`src/hw/rtl/alsm_pkg.sv`:
```
// ----------------------------------------------------------------------------
// alsm_pkg
// Shared constants, register codes and types of the angle link monitor.
// ----------------------------------------------------------------------------
package alsm_pkg;

    // Angle units are 1/2^ANGLE_FRAC_BITS degree; timers are TIMER_WIDTH bits.
    localparam int ANGLE_FRAC_BITS = 6;
    localparam int TIMER_WIDTH     = 32;

    // Fixed field widths
    localparam int DT_W       = 20;
    localparam int RAW_W      = 24;
    localparam int GAIN_W     = 16;
    localparam int OFFS_W     = 16;
    localparam int RATE_W     = 16;
    localparam int CFG_W      = 32;
    localparam int ANGLE_W    = 15;
    localparam int CNT_W      = 32;
    localparam int CFG_IDX_W  = 3;
    localparam int CFG_DATA_W = 32;

    // Register indexes
    localparam logic [CFG_IDX_W-1:0] REG_ANGLE_GAIN     = 3'd0;
    localparam logic [CFG_IDX_W-1:0] REG_ANGLE_OFFSET   = 3'd1;
    localparam logic [CFG_IDX_W-1:0] REG_SMOOTHING_ON   = 3'd2;
    localparam logic [CFG_IDX_W-1:0] REG_SMOOTHING_RATE = 3'd3;
    localparam logic [CFG_IDX_W-1:0] REG_LINK_TIMEOUT   = 3'd4;
    localparam logic [CFG_IDX_W-1:0] REG_DISC_PERIOD    = 3'd5;

    // Register reset values
    localparam logic signed [GAIN_W-1:0] GAIN_RESET    = 16'sd256;
    localparam logic signed [OFFS_W-1:0] OFFSET_RESET  = 16'sd0;
    localparam logic [RATE_W-1:0]        RATE_RESET    = 16'd1280;
    localparam logic [CFG_W-1:0]         TIMEOUT_RESET = 32'd3000000;
    localparam logic [CFG_W-1:0]         PERIOD_RESET  = 32'd1000000;

    // Circle
    localparam int FULL_TURN = 360 << ANGLE_FRAC_BITS;
    localparam int HALF_TURN = 180 << ANGLE_FRAC_BITS;
    localparam int TURN_W    = $clog2(FULL_TURN);
    localparam int SAMP_W    = $clog2(FULL_TURN + 1);
    localparam int HALF_W    = $clog2(HALF_TURN + 1);
    // smoothed + step reaches 1.5 turns before the wrap, plus a sign bit
    localparam int D_W       = TURN_W + 2;

    // Timers
    localparam int SUM_W = ((TIMER_WIDTH > DT_W) ? TIMER_WIDTH : DT_W) + 1;
    localparam int CMP_W = (TIMER_WIDTH > CFG_W) ? TIMER_WIDTH : CFG_W;
    localparam logic [SUM_W-1:0] TIMER_MAX_EXT =
        {{(SUM_W-TIMER_WIDTH){1'b0}}, {TIMER_WIDTH{1'b1}}};

    // Gain and modulo reduction. A bias of whole turns makes the value
    // non-negative; FULL_TURN = 45 << (frac + 3), so the quotient is a shift
    // followed by a reciprocal multiply by 1/45 (exact for inputs < 74898).
    localparam int PROD_W      = SAMP_W + 1 + GAIN_W;
    localparam int SCALED_W    = PROD_W - 8;
    localparam int WRAP_TURNS  = 128 + (1 << (OFFS_W - 1)) / FULL_TURN + 2;
    localparam int WRAP_BIAS   = WRAP_TURNS * FULL_TURN;
    localparam int U_W         = $clog2(2 * WRAP_BIAS);
    localparam int V_W         = U_W + 2;
    localparam int Q_SHIFT     = ANGLE_FRAC_BITS + 3;
    localparam int QIN_W       = U_W - Q_SHIFT;
    localparam int RECIP45     = 46604;
    localparam int RECIP_SHIFT = 21;
    localparam int QM_W        = QIN_W + 16;
    localparam int Q_W         = QM_W - RECIP_SHIFT;

    // Alpha = floor(dt * rate * 256 / 1e6) = floor(4p / 15625), clamped to 1.0.
    localparam int RATE_PROD_W = DT_W + RATE_W;
    localparam int P_W         = 28;
    localparam int PM_W        = P_W + 31;
    localparam int ALPHA_SHIFT = 42;
    localparam int ALPHA_W     = PM_W - ALPHA_SHIFT;
    localparam logic [30:0] ALPHA_RECIP = 31'd1125899907;
    localparam logic [RATE_PROD_W-1:0] ALPHA_SAT_LIM = 36'd256003907;
    localparam logic [ALPHA_W-1:0] ALPHA_ONE = 17'd65536;

    // Smoothing step
    localparam int SMUL_W = HALF_W + ALPHA_W;
    localparam logic [SMUL_W:0] ROUND_HALF = (SMUL_W+1)'(32768);

    // Queue between front and back
    localparam int QUEUE_DEPTH = 2;
    localparam int QPTR_W      = (QUEUE_DEPTH > 1) ? $clog2(QUEUE_DEPTH) : 1;
    localparam int QCNT_W      = $clog2(QUEUE_DEPTH + 1);

    typedef struct packed {
        logic signed [GAIN_W-1:0] angle_gain;
        logic signed [OFFS_W-1:0] angle_offset;
        logic                     smoothing_on;
        logic [RATE_W-1:0]        smoothing_rate;
        logic [CFG_W-1:0]         link_timeout_us;
        logic [CFG_W-1:0]         discovery_period_us;
    } cfg_t;

    typedef struct packed {
        logic [DT_W-1:0]   elapsed_us;
        logic              sample_ok;
        logic [SAMP_W-1:0] sample;
    } tick_t;

    typedef struct packed {
        logic [ANGLE_W-1:0] processed_angle;
        logic [ANGLE_W-1:0] smoothed_angle;
        logic               angle_updated;
        logic               link_up;
        logic               link_changed;
        logic               discovery_pulse;
        logic [CNT_W-1:0]   accepted_count;
    } result_t;

endpackage

```
`src/hw/rtl/alsm_cfg.sv`:
```
// ----------------------------------------------------------------------------
// alsm_cfg
// Configuration register file, written by index.
// ----------------------------------------------------------------------------
module alsm_cfg (
    input  logic                             aclk,
    input  logic                             aresetn,
    input  logic                             wr_en,
    input  logic [alsm_pkg::CFG_IDX_W-1:0]   wr_index,
    input  logic [alsm_pkg::CFG_DATA_W-1:0]  wr_data,
    output alsm_pkg::cfg_t                   cfg
);
    import alsm_pkg::*;

    cfg_t cfg_reg;

    always_ff @(posedge aclk) begin
        if (!aresetn) begin
            cfg_reg.angle_gain          <= GAIN_RESET;
            cfg_reg.angle_offset        <= OFFSET_RESET;
            cfg_reg.smoothing_on        <= 1'b0;
            cfg_reg.smoothing_rate      <= RATE_RESET;
            cfg_reg.link_timeout_us     <= TIMEOUT_RESET;
            cfg_reg.discovery_period_us <= PERIOD_RESET;
        end else if (wr_en) begin
            case (wr_index)
                REG_ANGLE_GAIN:     cfg_reg.angle_gain          <= wr_data[GAIN_W-1:0];
                REG_ANGLE_OFFSET:   cfg_reg.angle_offset        <= wr_data[OFFS_W-1:0];
                REG_SMOOTHING_ON:   cfg_reg.smoothing_on        <= wr_data[0];
                REG_SMOOTHING_RATE: cfg_reg.smoothing_rate      <= wr_data[RATE_W-1:0];
                REG_LINK_TIMEOUT:   cfg_reg.link_timeout_us     <= wr_data[CFG_W-1:0];
                REG_DISC_PERIOD:    cfg_reg.discovery_period_us <= wr_data[CFG_W-1:0];
                default: ; // unknown index: dropped
            endcase
        end
    end

    assign cfg = cfg_reg;

endmodule

```
`src/hw/rtl/alsm_front.sv`:
```
// ----------------------------------------------------------------------------
// alsm_front
// Input stage: takes an item, checks the sample range, holds it for the queue.
// ----------------------------------------------------------------------------
module alsm_front (
    input  logic                          aclk,
    input  logic                          aresetn,
    input  logic                          s_valid,
    output logic                          s_ready,
    input  logic [alsm_pkg::DT_W-1:0]     s_elapsed_us,
    input  logic                          s_sample_present,
    input  logic signed [alsm_pkg::RAW_W-1:0] s_sample_angle,
    output logic                          push_valid,
    input  logic                          push_ready,
    output alsm_pkg::tick_t               push_item
);
    import alsm_pkg::*;

    logic  hold_valid_reg;
    tick_t hold_reg;
    tick_t tick_next;
    logic  in_range;

    // valid sample: 0 .. full turn inclusive
    assign in_range = !s_sample_angle[RAW_W-1] &&
                      (s_sample_angle[RAW_W-2:0] <= (RAW_W-1)'(FULL_TURN));

    always_comb begin
        tick_next.elapsed_us = s_elapsed_us;
        tick_next.sample_ok  = s_sample_present && in_range;
        tick_next.sample     = s_sample_angle[SAMP_W-1:0];
    end

    assign s_ready = !hold_valid_reg || push_ready;

    always_ff @(posedge aclk) begin
        if (!aresetn) begin
            hold_valid_reg <= 1'b0;
        end else if (s_valid && s_ready) begin
            hold_valid_reg <= 1'b1;
        end else if (push_ready) begin
            hold_valid_reg <= 1'b0;
        end
    end

    always_ff @(posedge aclk) begin
        if (s_valid && s_ready) begin
            hold_reg <= tick_next;
        end
    end

    assign push_valid = hold_valid_reg;
    assign push_item  = hold_reg;

endmodule

```
`src/hw/rtl/alsm_queue.sv`:
```
// ----------------------------------------------------------------------------
// alsm_queue
// Short FIFO of classified items between front and back.
// ----------------------------------------------------------------------------
module alsm_queue (
    input  logic             aclk,
    input  logic             aresetn,
    input  logic             wr_valid,
    output logic             wr_ready,
    input  alsm_pkg::tick_t  wr_item,
    output logic             rd_valid,
    input  logic             rd_ready,
    output alsm_pkg::tick_t  rd_item
);
    import alsm_pkg::*;

    tick_t              entry_reg [QUEUE_DEPTH];
    logic [QPTR_W-1:0]  wr_ptr_reg, rd_ptr_reg;
    logic [QCNT_W-1:0]  count_reg;
    logic               do_wr, do_rd;

    assign wr_ready = (count_reg != QCNT_W'(QUEUE_DEPTH));
    assign rd_valid = (count_reg != '0);
    assign do_wr    = wr_valid && wr_ready;
    assign do_rd    = rd_valid && rd_ready;
    assign rd_item  = entry_reg[rd_ptr_reg];

    function automatic logic [QPTR_W-1:0] ptr_inc(input logic [QPTR_W-1:0] p);
        return (p == QPTR_W'(QUEUE_DEPTH - 1)) ? '0 : p + 1'b1;
    endfunction

    always_ff @(posedge aclk) begin
        if (!aresetn) begin
            wr_ptr_reg <= '0;
            rd_ptr_reg <= '0;
            count_reg  <= '0;
        end else begin
            if (do_wr) wr_ptr_reg <= ptr_inc(wr_ptr_reg);
            if (do_rd) rd_ptr_reg <= ptr_inc(rd_ptr_reg);
            if (do_wr && !do_rd) begin
                count_reg <= count_reg + 1'b1;
            end else if (do_rd && !do_wr) begin
                count_reg <= count_reg - 1'b1;
            end
        end
    end

    always_ff @(posedge aclk) begin
        if (do_wr) begin
            entry_reg[wr_ptr_reg] <= wr_item;
        end
    end

endmodule

```
`src/hw/rtl/alsm_back.sv`:
```
// ----------------------------------------------------------------------------
// alsm_back
// Execution sequencer: timers, link state, scaling with modulo, smoothing.
// ----------------------------------------------------------------------------
module alsm_back (
    input  logic              aclk,
    input  logic              aresetn,
    input  alsm_pkg::cfg_t    cfg,
    input  logic              q_valid,
    output logic              q_ready,
    input  alsm_pkg::tick_t   q_item,
    output logic              m_valid,
    input  logic              m_ready,
    output alsm_pkg::result_t m_result
);
    import alsm_pkg::*;

    localparam logic [2:0] ST_IDLE   = 3'd0;
    localparam logic [2:0] ST_REDUCE = 3'd1;
    localparam logic [2:0] ST_WRAP   = 3'd2;
    localparam logic [2:0] ST_SMUL   = 3'd3;
    localparam logic [2:0] ST_FINISH = 3'd4;

    logic [2:0] state_reg, state_next;

    // architectural state
    logic [TURN_W-1:0]      proc_reg, smooth_reg;
    logic                   link_reg;
    logic [CNT_W-1:0]       count_reg;
    logic [TIMER_WIDTH-1:0] sil_reg, disc_reg;

    // per-item working registers
    logic                          ok_reg, updated_reg, changed_reg, pulse_reg;
    logic signed [PROD_W-1:0]      gain_prod_reg;
    logic [RATE_PROD_W-1:0]        rate_prod_reg;
    logic [U_W-1:0]                u_reg;
    logic [QM_W-1:0]               qm_reg;
    logic [PM_W-1:0]               pm_reg;
    logic                          alpha_sat_reg;
    logic [ALPHA_W-1:0]            alpha_reg;
    logic [SMUL_W-1:0]             mul_reg;
    logic                          neg_reg;

    logic    m_valid_reg;
    result_t m_result_reg;

    // idle step: timers and link
    logic [SUM_W-1:0]       dt_ext, disc_sum, sil_sum;
    logic [TIMER_WIDTH-1:0] disc_sat, sil_sat;
    logic                   pulse_now, drop_now;

    // reduce / wrap
    logic signed [SCALED_W-1:0] scaled;
    logic signed [V_W-1:0]      v_sum;
    logic [U_W-1:0]             u_next;
    logic [QM_W-1:0]            qm_next;
    logic [PM_W-1:0]            pm_next;
    logic [Q_W-1:0]             quot;
    logic [U_W-1:0]             rem_full;
    logic [ALPHA_W-1:0]         alpha_next;

    // smoothing
    logic signed [D_W-1:0] diff, diff_fold, sm_sum;
    logic [HALF_W-1:0]     diff_abs, mag;
    logic [SMUL_W:0]       rounded;
    logic [TURN_W-1:0]     smooth_next;
    logic                  out_free;

    always_comb begin
        dt_ext    = SUM_W'(q_item.elapsed_us);
        disc_sum  = SUM_W'(disc_reg) + dt_ext;
        disc_sat  = (disc_sum > TIMER_MAX_EXT) ? '1 : disc_sum[TIMER_WIDTH-1:0];
        pulse_now = CMP_W'(disc_sat) >= CMP_W'(cfg.discovery_period_us);
        sil_sum   = SUM_W'(sil_reg) + dt_ext;
        sil_sat   = (sil_sum > TIMER_MAX_EXT) ? '1 : sil_sum[TIMER_WIDTH-1:0];
        drop_now  = link_reg && (CMP_W'(sil_sat) > CMP_W'(cfg.link_timeout_us));
    end

    always_comb begin
        scaled  = gain_prod_reg[PROD_W-1:8];
        v_sum   = V_W'(scaled) + V_W'(cfg.angle_offset) + V_W'(WRAP_BIAS);
        u_next  = v_sum[U_W-1:0];
        qm_next = QM_W'(u_next[U_W-1:Q_SHIFT]) * QM_W'(RECIP45);
        pm_next = PM_W'(rate_prod_reg[P_W-1:0]) * PM_W'(ALPHA_RECIP);
    end

    always_comb begin
        quot       = qm_reg[QM_W-1:RECIP_SHIFT];
        rem_full   = u_reg - U_W'(quot * FULL_TURN);
        alpha_next = alpha_sat_reg ? ALPHA_ONE : pm_reg[ALPHA_SHIFT +: ALPHA_W];
    end

    // shortest way round: fold the difference into [-half, half]
    always_comb begin
        diff = $signed({1'b0, proc_reg}) - $signed({1'b0, smooth_reg});
        if (diff > D_W'(HALF_TURN)) begin
            diff_fold = diff - D_W'(FULL_TURN);
        end else if (diff < -D_W'(HALF_TURN)) begin
            diff_fold = diff + D_W'(FULL_TURN);
        end else begin
            diff_fold = diff;
        end
        diff_abs = diff_fold[D_W-1] ? HALF_W'(-diff_fold) : HALF_W'(diff_fold);
    end

    // round half away from zero, then wrap once
    always_comb begin
        rounded = (SMUL_W+1)'(mul_reg) + ROUND_HALF;
        mag     = rounded[16 +: HALF_W];
        sm_sum  = neg_reg ? ($signed({1'b0, smooth_reg}) - $signed(D_W'(mag)))
                          : ($signed({1'b0, smooth_reg}) + $signed(D_W'(mag)));
        if (sm_sum < 0) begin
            sm_sum = sm_sum + D_W'(FULL_TURN);
        end else if (sm_sum >= D_W'(FULL_TURN)) begin
            sm_sum = sm_sum - D_W'(FULL_TURN);
        end
        smooth_next = cfg.smoothing_on ? sm_sum[TURN_W-1:0] : proc_reg;
    end

    assign out_free = !m_valid_reg || m_ready;
    assign q_ready  = (state_reg == ST_IDLE);

    always_comb begin
        state_next = state_reg;
        case (state_reg)
            ST_IDLE:   if (q_valid) state_next = ST_REDUCE;
            ST_REDUCE: state_next = ST_WRAP;
            ST_WRAP:   state_next = ST_SMUL;
            ST_SMUL:   state_next = ST_FINISH;
            ST_FINISH: if (out_free) state_next = ST_IDLE;
            default:   state_next = ST_IDLE;
        endcase
    end

    // control and architectural state
    always_ff @(posedge aclk) begin
        if (!aresetn) begin
            state_reg   <= ST_IDLE;
            proc_reg    <= '0;
            smooth_reg  <= '0;
            link_reg    <= 1'b0;
            count_reg   <= '0;
            sil_reg     <= '0;
            disc_reg    <= '0;
            m_valid_reg <= 1'b0;
        end else begin
            state_reg <= state_next;
            if (state_reg == ST_IDLE && q_valid) begin
                disc_reg <= pulse_now ? '0 : disc_sat;
                if (q_item.sample_ok) begin
                    count_reg <= count_reg + 1'b1;
                    sil_reg   <= '0;
                    link_reg  <= 1'b1;
                end else begin
                    sil_reg <= sil_sat;
                    if (drop_now) link_reg <= 1'b0;
                end
            end
            if (state_reg == ST_WRAP && ok_reg) begin
                proc_reg <= rem_full[TURN_W-1:0];
            end
            if (state_reg == ST_FINISH && out_free) begin
                smooth_reg  <= smooth_next;
                m_valid_reg <= 1'b1;
            end else if (m_ready) begin
                m_valid_reg <= 1'b0;
            end
        end
    end

    // datapath
    always_ff @(posedge aclk) begin
        case (state_reg)
            ST_IDLE: begin
                ok_reg        <= q_item.sample_ok;
                updated_reg   <= q_item.sample_ok;
                changed_reg   <= q_item.sample_ok ? !link_reg : drop_now;
                pulse_reg     <= pulse_now;
                gain_prod_reg <= $signed(PROD_W'(q_item.sample)) *
                                 PROD_W'(cfg.angle_gain);
                rate_prod_reg <= RATE_PROD_W'(q_item.elapsed_us) *
                                 RATE_PROD_W'(cfg.smoothing_rate);
            end
            ST_REDUCE: begin
                u_reg         <= u_next;
                qm_reg        <= qm_next;
                pm_reg        <= pm_next;
                alpha_sat_reg <= rate_prod_reg >= ALPHA_SAT_LIM;
            end
            ST_WRAP: begin
                alpha_reg <= alpha_next;
            end
            ST_SMUL: begin
                neg_reg <= diff_fold[D_W-1];
                mul_reg <= SMUL_W'(diff_abs) * SMUL_W'(alpha_reg);
            end
            ST_FINISH: begin
                if (out_free) begin
                    m_result_reg.processed_angle <= ANGLE_W'(proc_reg);
                    m_result_reg.smoothed_angle  <= ANGLE_W'(smooth_next);
                    m_result_reg.angle_updated   <= updated_reg;
                    m_result_reg.link_up         <= link_reg;
                    m_result_reg.link_changed    <= changed_reg;
                    m_result_reg.discovery_pulse <= pulse_reg;
                    m_result_reg.accepted_count  <= count_reg;
                end
            end
            default: ;
        endcase
    end

    assign m_valid  = m_valid_reg;
    assign m_result = m_result_reg;

endmodule

```
`src/hw/rtl/angle_scale_smooth_link_monitor.sv`:
```
// ----------------------------------------------------------------------------
// angle_scale_smooth_link_monitor
// Per-tick angle link monitor: range check, gain/offset with true modulo,
// silence timeout, discovery pulse and wrap-aware exponential smoothing.
// ----------------------------------------------------------------------------
//
//  channel   ports                         moves
//  --------  ----------------------------  -----------------------------------
//  s_        s_valid / s_ready             one tick item: dt, sample, angle
//  m_        m_valid / m_ready             one result item per tick
//  cfg_      cfg_valid / cfg_ready         register write: index, data
//
//  Each item passes the back sequencer steps in order (timers, reduce,
//  wrap, smoothing multiply, finish; finish holds while m_ is stalled).
//  It takes no new item before the last is done, which sets the rate.
//  The front stage and a 2-entry queue keep taking items while the back
//  works or m_ waits. cfg_ready is always high. Reset is synchronous, active
//  low; no clearing pass.
//
module angle_scale_smooth_link_monitor (
    input  logic                                 aclk,
    input  logic                                 aresetn,
    // tick input
    input  logic                                 s_valid,
    output logic                                 s_ready,
    input  logic [alsm_pkg::DT_W-1:0]            s_elapsed_us,
    input  logic                                 s_sample_present,
    input  logic signed [alsm_pkg::RAW_W-1:0]    s_sample_angle,
    // result output
    output logic                                 m_valid,
    input  logic                                 m_ready,
    output logic [alsm_pkg::ANGLE_W-1:0]         m_processed_angle,
    output logic [alsm_pkg::ANGLE_W-1:0]         m_smoothed_angle,
    output logic                                 m_angle_updated,
    output logic                                 m_link_up,
    output logic                                 m_link_changed,
    output logic                                 m_discovery_pulse,
    output logic [alsm_pkg::CNT_W-1:0]           m_accepted_count,
    // register writes
    input  logic                                 cfg_valid,
    output logic                                 cfg_ready,
    input  logic [alsm_pkg::CFG_IDX_W-1:0]       cfg_index,
    input  logic [alsm_pkg::CFG_DATA_W-1:0]      cfg_data
);
    import alsm_pkg::*;

    cfg_t    cfg;
    tick_t   push_item, pop_item;
    logic    push_valid, push_ready;
    logic    pop_valid, pop_ready;
    result_t result;

    // the register file takes every write, so the port never stalls
    assign cfg_ready = 1'b1;

    alsm_cfg u_cfg (
        .aclk     (aclk),
        .aresetn  (aresetn),
        .wr_en    (cfg_valid && cfg_ready),
        .wr_index (cfg_index),
        .wr_data  (cfg_data),
        .cfg      (cfg)
    );

    // front: accept and classify (sample in 0..360 degrees)
    alsm_front u_front (
        .aclk             (aclk),
        .aresetn          (aresetn),
        .s_valid          (s_valid),
        .s_ready          (s_ready),
        .s_elapsed_us     (s_elapsed_us),
        .s_sample_present (s_sample_present),
        .s_sample_angle   (s_sample_angle),
        .push_valid       (push_valid),
        .push_ready       (push_ready),
        .push_item        (push_item)
    );

    // decoupling queue
    alsm_queue u_queue (
        .aclk     (aclk),
        .aresetn  (aresetn),
        .wr_valid (push_valid),
        .wr_ready (push_ready),
        .wr_item  (push_item),
        .rd_valid (pop_valid),
        .rd_ready (pop_ready),
        .rd_item  (pop_item)
    );

    // back: one item at a time, result held in an output register
    alsm_back u_back (
        .aclk     (aclk),
        .aresetn  (aresetn),
        .cfg      (cfg),
        .q_valid  (pop_valid),
        .q_ready  (pop_ready),
        .q_item   (pop_item),
        .m_valid  (m_valid),
        .m_ready  (m_ready),
        .m_result (result)
    );

    assign m_processed_angle = result.processed_angle;
    assign m_smoothed_angle  = result.smoothed_angle;
    assign m_angle_updated   = result.angle_updated;
    assign m_link_up         = result.link_up;
    assign m_link_changed    = result.link_changed;
    assign m_discovery_pulse = result.discovery_pulse;
    assign m_accepted_count  = result.accepted_count;

endmodule
```
`config.mk`:
```
export PLATFORM = sky130hd
export DESIGN_NAME = angle_scale_smooth_link_monitor
export DESIGN_NICKNAME = d
export VERILOG_FILES = /design/src/hw/rtl/alsm_pkg.sv /design/src/hw/rtl/alsm_cfg.sv /design/src/hw/rtl/alsm_front.sv /design/src/hw/rtl/alsm_queue.sv /design/src/hw/rtl/alsm_back.sv /design/src/hw/rtl/angle_scale_smooth_link_monitor.sv
export SDC_FILE = /design/constraint.sdc
export NUM_CORES = 2
export LEC_CHECK = 0
export ABC_AREA = 1
export ABC_CLOCK_PERIOD_IN_PS = 9850
export BUFFER_PORTS_ARGS = -buffer_cell sky130_fd_sc_hd__buf_2
export CAP_MARGIN = 20
export CORE_UTILIZATION = 30
export CTS_CLUSTER_SIZE = 28
export DETAILED_ROUTE_END_ITERATION = 12
export GPL_ROUTABILITY_DRIVEN = 1
export SETUP_SLACK_MARGIN = 0.5
export SLEW_MARGIN = 20
export SYNTH_ARGS = -nofsm -noshare
export SYNTH_HDL_FRONTEND = slang
export SYNTH_HIERARCHICAL = 1
export SYNTH_SLANG_ARGS = --single-unit
```
`constraint.sdc`:
```
create_clock -name aclk -period 9.85 [get_ports aclk]
set_input_delay 0.4925 -clock aclk [delete_from_list [all_inputs] [get_ports aclk]]
set_output_delay 0.4925 -clock aclk [all_outputs]
set_load 0.03 [all_outputs]
```
Word level (Yosys, flattened, before mapping)
Memory sizes are Yosys's and may differ from the RTL's. A register that Yosys moved wholly into a read port is not among the register bits.
Index checks and enable logic that the tools add are counted.
Widths: inputs -> output; s select.

storage, ports and cells
  register bits = 572
  memory bits (writable) = 72
  input bits = 85
  output and inout bits = 69
  memories kept = 1

cells by class
  add/sub/neg operators = 19
  multiply operators = 6
  magnitude comparators = 10
  equal/unequal tests = 12
  mux-type cells = 29
  reduce and logical (&&, ||, !) cells = 35

memories
  memory             depth  bits a word  rd ports  clocked after memory_dff  write ports  RTL line          RTL
  u_queue.entry_reg  2      36           1         1                         1            alsm_queue.sv:17  tick_t entry_reg [QUEUE_DEPTH];

operators by type and width
  cell                    count
  $mux 32                 4
  $add 32x20->33          2
  $gt 33x32->1 const B    2
  $mul 28x31->59 const B  1
  $mux 17                 3
  $mux 15                 3
  $ge 36x28->1 const B    1
  $mul 20x16->36          1
  $add 32x1->32 const B   1
  $ge 32x32->1            1
  $gt 32x32->1            1
  $mul 16x16->31          1
  $add 30x16->30 const B  1
  $mul 14x17->30          1
  $mul 14x14->28 const B  1
  $add 23x16->23          1
  $add 23x23->23 const B  1
  $le 23x15->1 const B    1
  $reduce_and 2->1        10
  $add 17x16->17 const B  1
  $ge 17x16->1 const B    1
  $gt 17x15->1 const B    1
  $lt 17x1->1 const B     1
  $lt 17x15->1 const B    1
  27 further kinds        69

Logic depth before layout (Yosys ltp)
  word-level depth = 7
  gate-level depth with buffers = 49
  mapped depth without buffers = 49

Cells and area by module
Netlist, hierarchy kept.

by module, submodules not included
  module                           instances  cells each  area an instance (µm²)
  alsm_back                        1          7592        62251.0
  alsm_cfg                         1          638         4461.8
  alsm_queue                       1          149         2991.6
  alsm_front                       1          73          1255.0
  angle_scale_smooth_link_monitor  1          2           11.3

Worst setup path after synthesis
OpenSTA, ideal clock, no wires.

  kind = reg2reg
  from = reg u_back.proc_reg[0]
  to = reg u_back.mul_reg[23] (data pin)
  library setup time = 260 ps
  data arrival time = 7632 ps
  setup slack = 1958 ps
  cell stages (with the launch flop) = 41
  period minus slack after synthesis = 7892 ps
  cells stage by stage = dfxtp_1 -> inv_1 -> ha_1 -> fa_1 -> ha_1 -> inv_1 -> nor2_1 -> nand3_1 -> nor2_2 -> nand3_1 -> nor2_1 -> nand2_1 -> nand3_4 -> nand3_1 -> nand2_2 -> inv_2 -> nor3_2 -> nor2_1 -> [5 not listed] -> fa_1 -> inv_1 -> fa_1 -> fa_1 -> fa_1 -> inv_1 -> fa_1 -> inv_1 -> ha_1 -> a21oi_1 -> inv_1 -> a31oi_1 -> nor2_1 -> a2111oi_0 -> o21ai_2 -> nand2_1 -> nand2_1 -> xor2_1

between the ends
  word-level cells in the longest chain between the ends = 7
  elaborated cells between the ends (all ways) = 10
  those cells by class = add/sub (4); mul (1); order compare (2); mux (3)

ends and longest elaborated chain
  what                                            RTL line                          RTL
  start, declared                                 alsm_back.sv:27                   logic [TURN_W-1:0] proc_reg, smooth_reg;
  start signal, assigned                          alsm_back.sv:160                  proc_reg <= rem_full[TURN_W-1:0];
  $sub 15x15->16 (*)                              alsm_back.sv:95                   diff = $signed({1'b0, proc_reg}) - $signed({1'b0, smooth_reg});
  $add 17x16->17 or $lt 17x15->1 (tied branches)  alsm_back.sv:99, alsm_back.sv:98
  $mux 17                                         alsm_back.sv:98                   end else if (diff < -D_W'(HALF_TURN)) begin
  $mux 17 (*)                                     alsm_back.sv:96                   if (diff > D_W'(HALF_TURN)) begin
  $neg 14->14                                     alsm_back.sv:103                  diff_abs = diff_fold[D_W-1] ? HALF_W'(-diff_fold) : HALF_W'(diff_fold);
  $mux 14 (*)                                     alsm_back.sv:103
  $mul 14x17->30 (*)                              alsm_back.sv:195                  mul_reg <= SMUL_W'(diff_abs) * SMUL_W'(alpha_reg);
  end signal, assigned                            alsm_back.sv:195
  end, declared                                   alsm_back.sv:41                   logic [SMUL_W-1:0] mul_reg;

Mark *: on every way between the ends. The rest lies on a longest branch, timed or not.
A chain may end at the register's enable or synchronous reset.

Worst setup path after layout
  from = reg u_back.proc_reg[0]
  to = reg u_back.mul_reg[27] (data pin)

Same word-level chain as after synthesis.

==> flow_metrics.tcl <==
set metrics [dict create \
    period_share_pct 88.4 \
    worst_ep_required_time_ps 10280 \
    initialDrtViolationCount 3959 \
    wirelength_microns 197000 \
    cp_slowest_stage_delay_ps 560 \
    setup_viol 0 \
    cts.sink_count 558 \
    insertion_delay_ps 680 \
    worst_path_most_repeated_cell "fa_1" \
    cts_buffer_depth 3 \
    min_path_cells 1 \
    vias_per_cell 4.66 \
    syn_inst 8454 \
    drive_above_1_share_pct 5.34 \
    reg2reg_slack_ps 1140 \
    clk_pin_slew_worst_paths_ps 60 \
    yosysSeqAreaShare_pct 20.1 \
    pin_count 154 \
    drc 0 \
    root_buffer "clkbuf_16" \
    finalNonFillerCells 11736 \
    firstDrtPassIters 5 \
    r2r_cells 36 \
    grt_overflow 0 \
    grt_max_degree 82 \
    hold_start "s_sample_angle[9]" \
    coreArea_sq_um 235000 \
    dp.cells 11570 \
    min_to "u_front/push_item[9]" \
    critPathMaxFanout 13 \
    final_common_cell "inv_1" \
    synth_top_family_by_area "adder cells" \
    crit_arrival_ps 9140 \
    ant_nets 0 \
    vias 54734 \
    nets 10452 \
    grt_util_all_layers_pct 16.6 \
    hold_viol_final 0 \
    gp_congestion 0.928 \
    synthMuxAreaShare_pct 0.758 \
    async_flop_share_pct 0 \
    timing.final.ws_setup_ps 1140 \
    startpoint_type "flop" \
    synthesis.area_sq_um 71000 \
    htree_num_levels 3 \
    yosys.area_share.adder_pct 42.4 \
    io_buffers 152 \
    synthesis.nets 10378 \
    layout_common_cells "inv_1 (1,951), nand2_1 (1,711), fa_1 (939), ha_1 (900), nor2_1 (593)" \
    max_slew_margin_pct 30.4 \
    die_area_sq_um 239000 \
    place_hpwl_microns 160000 \
    synth.distinct_cells 69 \
    synth_edf_count 308 \
    path_class "flop to flop" \
    timing.rr.end "u_back/mul_reg[27]" \
    numCtsBuffers 69 \
    syn_avg_cell_area_sq_um 8.39 \
    grt_pass1_wl_microns 311000 \
    cap_violations 0 \
    area_growth_pct 9.66 \
    status "complete, no violations" \
    synth_xor_area_share_pct 2.47 \
    grt_pass1_vias 56592 \
    r2r-start "u_back/proc_reg[0]" \
    largest_reg_flops 113 \
    cp-end-kind "flop" \
    ys_warn_count 6 \
    fin_util_pct 33.1 \
    drv_slew 0 \
    postSynthRegisterBits 558 \
    cts_tree "done" \
    clock_skew_ps 25.5 \
    grt_setup_unrepaired "true" \
    cp_slowest_cell "fa_1" \
    die_height_microns 488 \
    dp_slack_ps 908 \
    ys.flop_type "edfxtp_1" \
    fmax_mhz 115 \
    initial_core_util_pct 30.2 \
    fp.dieW_microns 488 \
    antenna_found_initial 7 \
    hold_path_class "input port to flop" \
    num_rows 178 \
    synth_compound_area_share_pct 6.27 \
    period_needed_ps 8710 \
    routedWlPerCell_microns 16.8 \
    fin_setup_tns_ps 0 \
    tightest_slew_ps 1040 \
    synthSimpleGateAreaFrac_pct 16.2 \
]
[what timing repair did]
action / CTS / global route
setup endpoints to repair: 0 / 8
hold endpoints to repair: 33 / 0
resized for setup: 0 / 6
hold buffers: 33 / 0
buffers inserted: 0 / 2
[worst max-delay path: cells and delay by family (launching register included)]
family	cells	cell delay, ps
and+or+nand+nor	17	2580
adders and majority gates	10	4480
AOI/OAI and AO/OA	2	360
DFF	1	340
buffers and inverters	7	680
[logic make-up (layout without fill, tap and decap cells)]
logic type / count (synthesis) / in the layout
simple gates: 2820 / 2820
buf+inv: 2202 / 2331
fa+ha+maj: 1839 / 1839
compound gates: 796 / 796
flops: 558 / 558
xor+xnor: 200 / 200
mux: 38 / 38
other cells: 1 / 4
[how the worst max path moves through the flow]
stage / from / endpoint / slack (ps) / cells after the start
2_1_floorplan: u_back/proc_reg[0] / u_back/mul_reg[23] / 1960 / 40
3_3_place_gp: u_back/proc_reg[0] / u_back/mul_reg[27] / 940 / 39
3_5_place_dp: u_back/proc_reg[0] / u_back/mul_reg[23] / 910 / 38
4_1_cts: u_back/proc_reg[0] / u_back/mul_reg[23] / 890 / 38
5_1_grt: u_back/proc_reg[0] / u_back/mul_reg[27] / 490 / 41
6_report: u_back/proc_reg[0] / u_back/mul_reg[27] / 1140 / 36
[through the flow]
step / instance area (sq um) / hold WS (ps)
final: 77800 / 48.6
after global routing: 77800 / 17.9
after CTS: 77800 / 12.3
after detailed placement: 75100 / 420
after global placement: 75000 / 423
after floorplan: 71000 / 400
[synthesized netlist by cell type (68+ instances only)]
master / instances / area [sq um]
a21oi_1: 420 / 2100
clkbuf_1: 174 / 653
dfxtp_1: 250 / 5000
edfxtp_1: 308 / 9250
fa_1: 939 / 18800
ha_1: 900 / 11300
inv_1: 1958 / 7350
nand2_1: 1712 / 6430
nand3_1: 285 / 1430
nor2_1: 601 / 2260
o21ai_0: 185 / 926
xnor2_1: 68 / 596
xor2_1: 132 / 1160
[routing by layer]
metal / track usage (%) / vias to the layer above / part of all wire [%]
met5: 0 / - / 0.020
met4: 3.76 / 6 / 2.0
met3: 1.99 / 213 / 5.4
met2: 27.8 / 1445 / 47
met1: 22.6 / 26900 / 46
li1: - / 26170 / -
[cell type report]
class                           instances  area, sq um
Sequential cell                       558        14300
Clock buffer                           87         1920
Antenna cell                            3         7.51
Timing Repair Buffer                  227         1470
Multi-Input combinational cell       5694        48400
Clock inverter                         39          418
Tap cell                             3150         3940
Fill cell                           24651       157000
Inverter                             1978         7440
Power is not shown: default switching activity piles up to over one toggle a cycle in this logic, so the estimate is an artifact.
